[config.mk]
export PLATFORM = sky130hd
export DESIGN_NAME = vpcv_front
export DESIGN_NICKNAME = d
export VERILOG_FILES = /design/src/design/vpcv_pkg.sv /design/src/design/vpcv_front.sv
export SDC_FILE = /design/constraint.sdc
export NUM_CORES = 1
export LEC_CHECK = 0
export BUFFER_PORTS_ARGS = -buffer_cell sky130_fd_sc_hd__buf_2
export CAP_MARGIN = 10
export CORE_MARGIN = 1.5
export CORE_UTILIZATION = 30
export DETAILED_ROUTE_END_ITERATION = 7
export GPL_ROUTABILITY_DRIVEN = 1
export GPL_TIMING_DRIVEN = 0
export SYNTH_ARGS = -nofsm -noshare
export SYNTH_HDL_FRONTEND = slang
export SYNTH_SLANG_ARGS = --single-unit
[constraint.sdc]
create_clock -name clk_i -period 10 [get_ports clk_i]
set_clock_uncertainty 0.15 [all_clocks]
set_input_delay 1 -clock clk_i [delete_from_list [all_inputs] [get_ports clk_i]]
set_output_delay 1 -clock clk_i [all_outputs]
set_load 0.01 [all_outputs]
[src/design/vpcv_pkg.sv]
// Shared types and constants of the vertex projection engine.
`default_nettype none
package vpcv_pkg;

  localparam int CoordW   = 32;
  localparam int FracBits = 16;
  localparam int ScrFrac  = 4;
  localparam int CfgW     = 13;
  localparam int CfgIdxW  = 2;
  localparam int MatIdxW  = 5;

  localparam logic MODE_LOAD  = 1'b0;
  localparam logic MODE_POINT = 1'b1;

  localparam logic [CfgIdxW-1:0] CFG_SCREEN_WIDTH  = 2'd0;
  localparam logic [CfgIdxW-1:0] CFG_SCREEN_HEIGHT = 2'd1;
  localparam logic [CfgIdxW-1:0] CFG_FALLBACK_X    = 2'd2;

  typedef struct packed {
    logic                     mode;
    logic [MatIdxW-1:0]       idx;
    logic signed [CoordW-1:0] val;
    logic signed [CoordW-1:0] px;
    logic signed [CoordW-1:0] py;
    logic signed [CoordW-1:0] pz;
  } item_t;

endpackage
`default_nettype wire

[src/design/vpcv_front.sv]
// Input stage: accepts beats into a two-entry queue ahead of the engine.
`default_nettype none
module vpcv_front (
  input  wire logic               clk_i,
  input  wire logic               rst_ni,
  input  wire logic               in_valid_i,
  output logic                    in_stall_o,
  input  wire logic               mode_i,
  input  wire logic [4:0]         matrix_index_i,
  input  wire logic signed [31:0] matrix_value_i,
  input  wire logic signed [31:0] point_x_i,
  input  wire logic signed [31:0] point_y_i,
  input  wire logic signed [31:0] point_z_i,
  output vpcv_pkg::item_t         q_item_o,
  output logic                    q_valid_o,
  input  wire logic               q_pop_i
);
  import vpcv_pkg::*;

  item_t      mem_q [2];
  logic       wr_ptr_q, rd_ptr_q;
  logic [1:0] cnt_q;
  logic       push, pop;

  assign in_stall_o = (cnt_q == 2'd2);
  assign q_valid_o  = (cnt_q != 2'd0);
  assign q_item_o   = mem_q[rd_ptr_q];
  assign push       = in_valid_i && !in_stall_o;
  assign pop        = q_pop_i && q_valid_o;

  always_ff @(posedge clk_i) begin
    if (push) begin
      mem_q[wr_ptr_q] <= '{mode: mode_i, idx: matrix_index_i, val: matrix_value_i,
                          px: point_x_i, py: point_y_i, pz: point_z_i};
    end
  end

  always_ff @(posedge clk_i or negedge rst_ni) begin
    if (!rst_ni) begin
      wr_ptr_q <= 1'b0;
      rd_ptr_q <= 1'b0;
      cnt_q    <= 2'd0;
    end else begin
      if (push) wr_ptr_q <= !wr_ptr_q;
      if (pop)  rd_ptr_q <= !rd_ptr_q;
      case ({push, pop})
        2'b10:   cnt_q <= cnt_q + 2'd1;
        2'b01:   cnt_q <= cnt_q - 2'd1;
        default: cnt_q <= cnt_q;
      endcase
    end
  end

endmodule
`default_nettype wire

# Yosys cells after proc, flatten, opt, wreduce, memory -nomap -nowiden
# Memory sizes are Yosys's and may differ from the RTL's.
# Index checks and enable logic that the tools add are counted.
# totals
regBits	4
latchBits	0
ramBits	268
romBits	0
inputBits	138
wordCells	19
mem_count	1
# memory_table
name	words	word_bits	rd	rd_clocked_by_memory_dff	wr	line	text
mem_q	2	134	1	0	1	vpcv_front.sv:20	item_t mem_q [2];
# op_classes
n_addsub	2
mul	0
div	0
magnitude_cmp	0
n_eq_ne	3
shift	0
mux	3
bitwise	0
reduce_logical	7
# op_table
operator	count
2-bit == test, second input constant	2
2-bit one-hot mux with 2 select lines	1
2-bit nonzero test	2
1-bit logical NOT	3
2-bit by 1-bit adder with 2-bit output, second input constant	1
2-bit by 1-bit == test with 1-bit output, second input constant	1
1-bit logical AND	2
1-bit two-way mux	2
2-bit by 1-bit subtractor with 2-bit output, second input constant	1

# Logic depth before layout (Yosys ltp)
# depth
word_depth	5
mapped_depth	6

# Least setup slack after synthesis
# OpenSTA, ideal clock, no wires.
# synth_path
kind	in2reg
from	input port in_valid_i
to	memory mem_q[0][0] (netlist bit) (enable)
arrival_ns	6.660
t_required_ns	9.221
setup_slack_ns	2.561
stages	2
path_buffers	0
cell_sequence	nand2_1 nor2_1
# synth_via
elab_chain_len	3
# synth_rtl
element	line	text
start, declared	vpcv_front.sv:6	input wire logic in_valid_i,
1-bit logical AND	vpcv_front.sv:28	assign push = in_valid_i && !in_stall_o;
1-bit two-way mux	vpcv_front.sv:32	if (push) begin
1-bit two-way mux (not written as such)	vpcv_front.sv:33	mem_q[wr_ptr_q] <= '{mode: mode_i, idx: matrix_index_i, val: matrix_value_i,
end, declared	vpcv_front.sv:20	
# No other way between the ends.

==> flow_summary.json <==
{
  "worst_r2r_path_depth": 5,
  "fin_crit_ns": 3.07,
  "gp_congestion": 0.678,
  "synthDistinctLibCells": 16,
  "start_util": 0.307,
  "finalSetupTns_ns": 0,
  "grt_pass1_wl_um": 29300,
  "cts_buffers": 29,
  "grt_pass1_vias": 5248,
  "final_cell_mix": "281 x buf_2, 268 x edfxtp_1, 84 x mux2_2, 50 x mux2_4, 29 x clkbuf_16",
  "irDropWorstVdd_mv": 0.165,
  "mostFrequentLayoutCell": "buf_2",
  "power_switching_share": 0.289,
  "routed_via_density": 4.18,
  "cts_setup_buffers": 0,
  "r2r-start": "cnt_q[0]",
  "status": "finished clean",
  "p_sw_mw": 1.10,
  "dieArea_sq_um": 34600,
  "start_kind": "register",
  "stdcell_count": 1212,
  "clkTransAtPathRegs_ns": 0.06,
  "seqCellArea_sq_um": 8150,
  "routed_wl_um": 20100,
  "fin_ws_ns": 6.93,
  "clockPowerShare": 0.262,
  "drt_iter0_markers": 258,
  "holdBufCountCts": 0,
  "p_total_mw": 3.82,
  "crit_fanout": 10,
  "cts.sinks": 272,
  "ios": 274,
  "rsz0062_at_grt": "no",
  "vias": 5071,
  "ys_seq_elements": 272,
  "drive_gt1_frac": 0.611,
  "grt_max_degree": 58,
  "met1_usage": 0.128,
  "powerDensity_nw_per_um2": 293,
  "clk_path_buf_depth": 3,
  "dp_slack_ns": 7.12,
  "io_buffers": 273,
  "slew_headroom": 0.523,
  "r2r_setup_slack_ns": 7.69,
  "die_w_um": 186,
  "critPathArrivalTime_ns": 1.92,
  "r2r-end": "mem_q[0][25]",
  "multiInputGateArea_sq_um": 1800,
  "final_cell_area_sq_um": 13000,
  "synth_top_cell_area_share": 0.800,
  "yosys.area.top_type": "edfxtp_1",
  "avgSynthCellArea_sq_um": 23.1,
  "fmax_mhz": 326,
  "syn_area_sq_um": 10100,
  "netlist_instances": 435,
  "grt_util_met2": 0.189,
  "placeableCoreArea_sq_um": 32800,
  "grt_busiest_layer": "met2",
  "clk_latency_ns": 0.53,
  "place_inst": 1156,
  "cts_root_buf": "clkbuf_16",
  "final_nets": 884,
  "cts_tree": "built",
  "min_path_type": "primary input to asynchronous set/reset pin",
  "use_met3": 0.0462,
  "cap_violations": 0,
  "crit_type": "register to output pin",
  "setup_viol": 0,
  "track_usage": 0.111,
  "crit_required_ns": 8.85,
  "dr.pass1.iters": 4,
  "final_util": 0.397,
  "yosysWarnings": 0,
  "p_comb_frac": 0.317,
  "tightestPinTransition_ns": 0.713,
  "antenna_found_initial": 4,
  "end_kind": "output pin",
  "dpl-instance-area_sq_um": 12100,
  "slew_violations": 0,
  "hold_viol_final": 0,
  "synth.area.top_cells": "edfxtp_1 80%, mux2_2 9.4%, mux2_4 7.5%",
  "area_delta_synth_final_pct": 29.4,
  "drcViolationCount": 0,
  "grt_overflow": 0,
  "placement_rows": 66,
  "seqPwrFrac": 0.421,
  "timing.hold.ws_ns": 0.112,
  "fp.dieH_um": 186,
  "ant_nets": 0,
  "htree_levels": 1,
  "num-fill-cells": 3083,
  "internal-power_mw": 2.72,
  "wl_per_cell_um": 16.6,
  "syn_nets": 574,
  "finalCritPeriodShare": 0.307,
  "p_leak_nw": 4.97,
  "seq_area_frac_synth": 0.810,
  "place_hpwl_um": 13900,
  "cts_resized": 0
}
-- state kept, by name (all words and copies together) (netlist names) --
name      flops
wr_ptr_q      1
mem_q       268
cnt_q         2
rd_ptr_q      1
-- cell usage after synthesis --
cell type	instances
inv_1	1
ha_1	1
mux2_4	50
and3_1	1
mux2_2	84
xor2_1	2
dfrtp_1	4
buf_6	7
nand2_1	1
buf_2	8
or2_2	1
and2_1	1
xnor2_1	3
nand2b_1	1
edfxtp_1	268
nor2_1	2
-- kinds of logic after synthesis --
group,after synthesis,share of synthesized area
buf+inv,16,0.0122
fa+ha+maj,1,0.00124
xor+xnor,5,0.00435
mux,134,0.169
flops,272,0.810
simple gates,7,0.00361
-- how the worst max path moves through the flow --
stage / cells after the start / end / slack, ns / start
after floorplan: 2 / mem_q[0][0] / 2.56 / in_valid_i
after global placement: 3 / mem_q[0][113] / -1.36 / in_valid_i
after detailed placement: 5 / mem_q[0][63] / 7.12 / in_valid_i
after CTS: 5 / q_item_o[98] / 6.86 / rd_ptr_q
after global routing: 5 / q_item_o[98] / 6.82 / rd_ptr_q
final: 5 / q_item_o[72] / 6.93 / rd_ptr_q
-- power groups by stage --
stage,clock [mW],combinational (mW),sequential [mW]
5_1_grt,1.08,1.32,1.63
3_5_place_dp,0,1.24,1.64
3_3_place_gp,0,1.20,1.71
4_1_cts,1.04,1.25,1.61
2_1_floorplan,0,0.761,1.67
6_report,1.00,1.21,1.61
-- worst max-delay path: stages, from the launching register on --
cell	delay, ns
dfrtp_1	0.34
buf_6	0.16
buf_6	0.20
buf_6	0.21
mux2_4	0.32
buf_2	0.14
-- layout make-up --
type	instances	share of cell area
Sequential cell	272	0.626
Inverter	1	0.000288
Timing Repair Buffer	279	0.115
Multi-Input combinational cell	147	0.138
Antenna cell	2	0.000384
Clock buffer	36	0.0578
Tap cell	442	0.0425
Clock inverter	18	0.0105
Buffer	15	0.00913
-- layer usage --
| layer | routed length, um | part of all wire | vias to the layer above |
|---|---|---|---|
| li1 | - | - | 2369 |
| met1 | 7890 | 0.39 | 2476 |
| met2 | 9840 | 0.49 | 194 |
| met3 | 2050 | 0.10 | 30 |
| met4 | 334 | 0.017 | 2 |
| met5 | 8 | 0.00040 | - |
No activity file was read; power rests on OpenSTA's default activity.
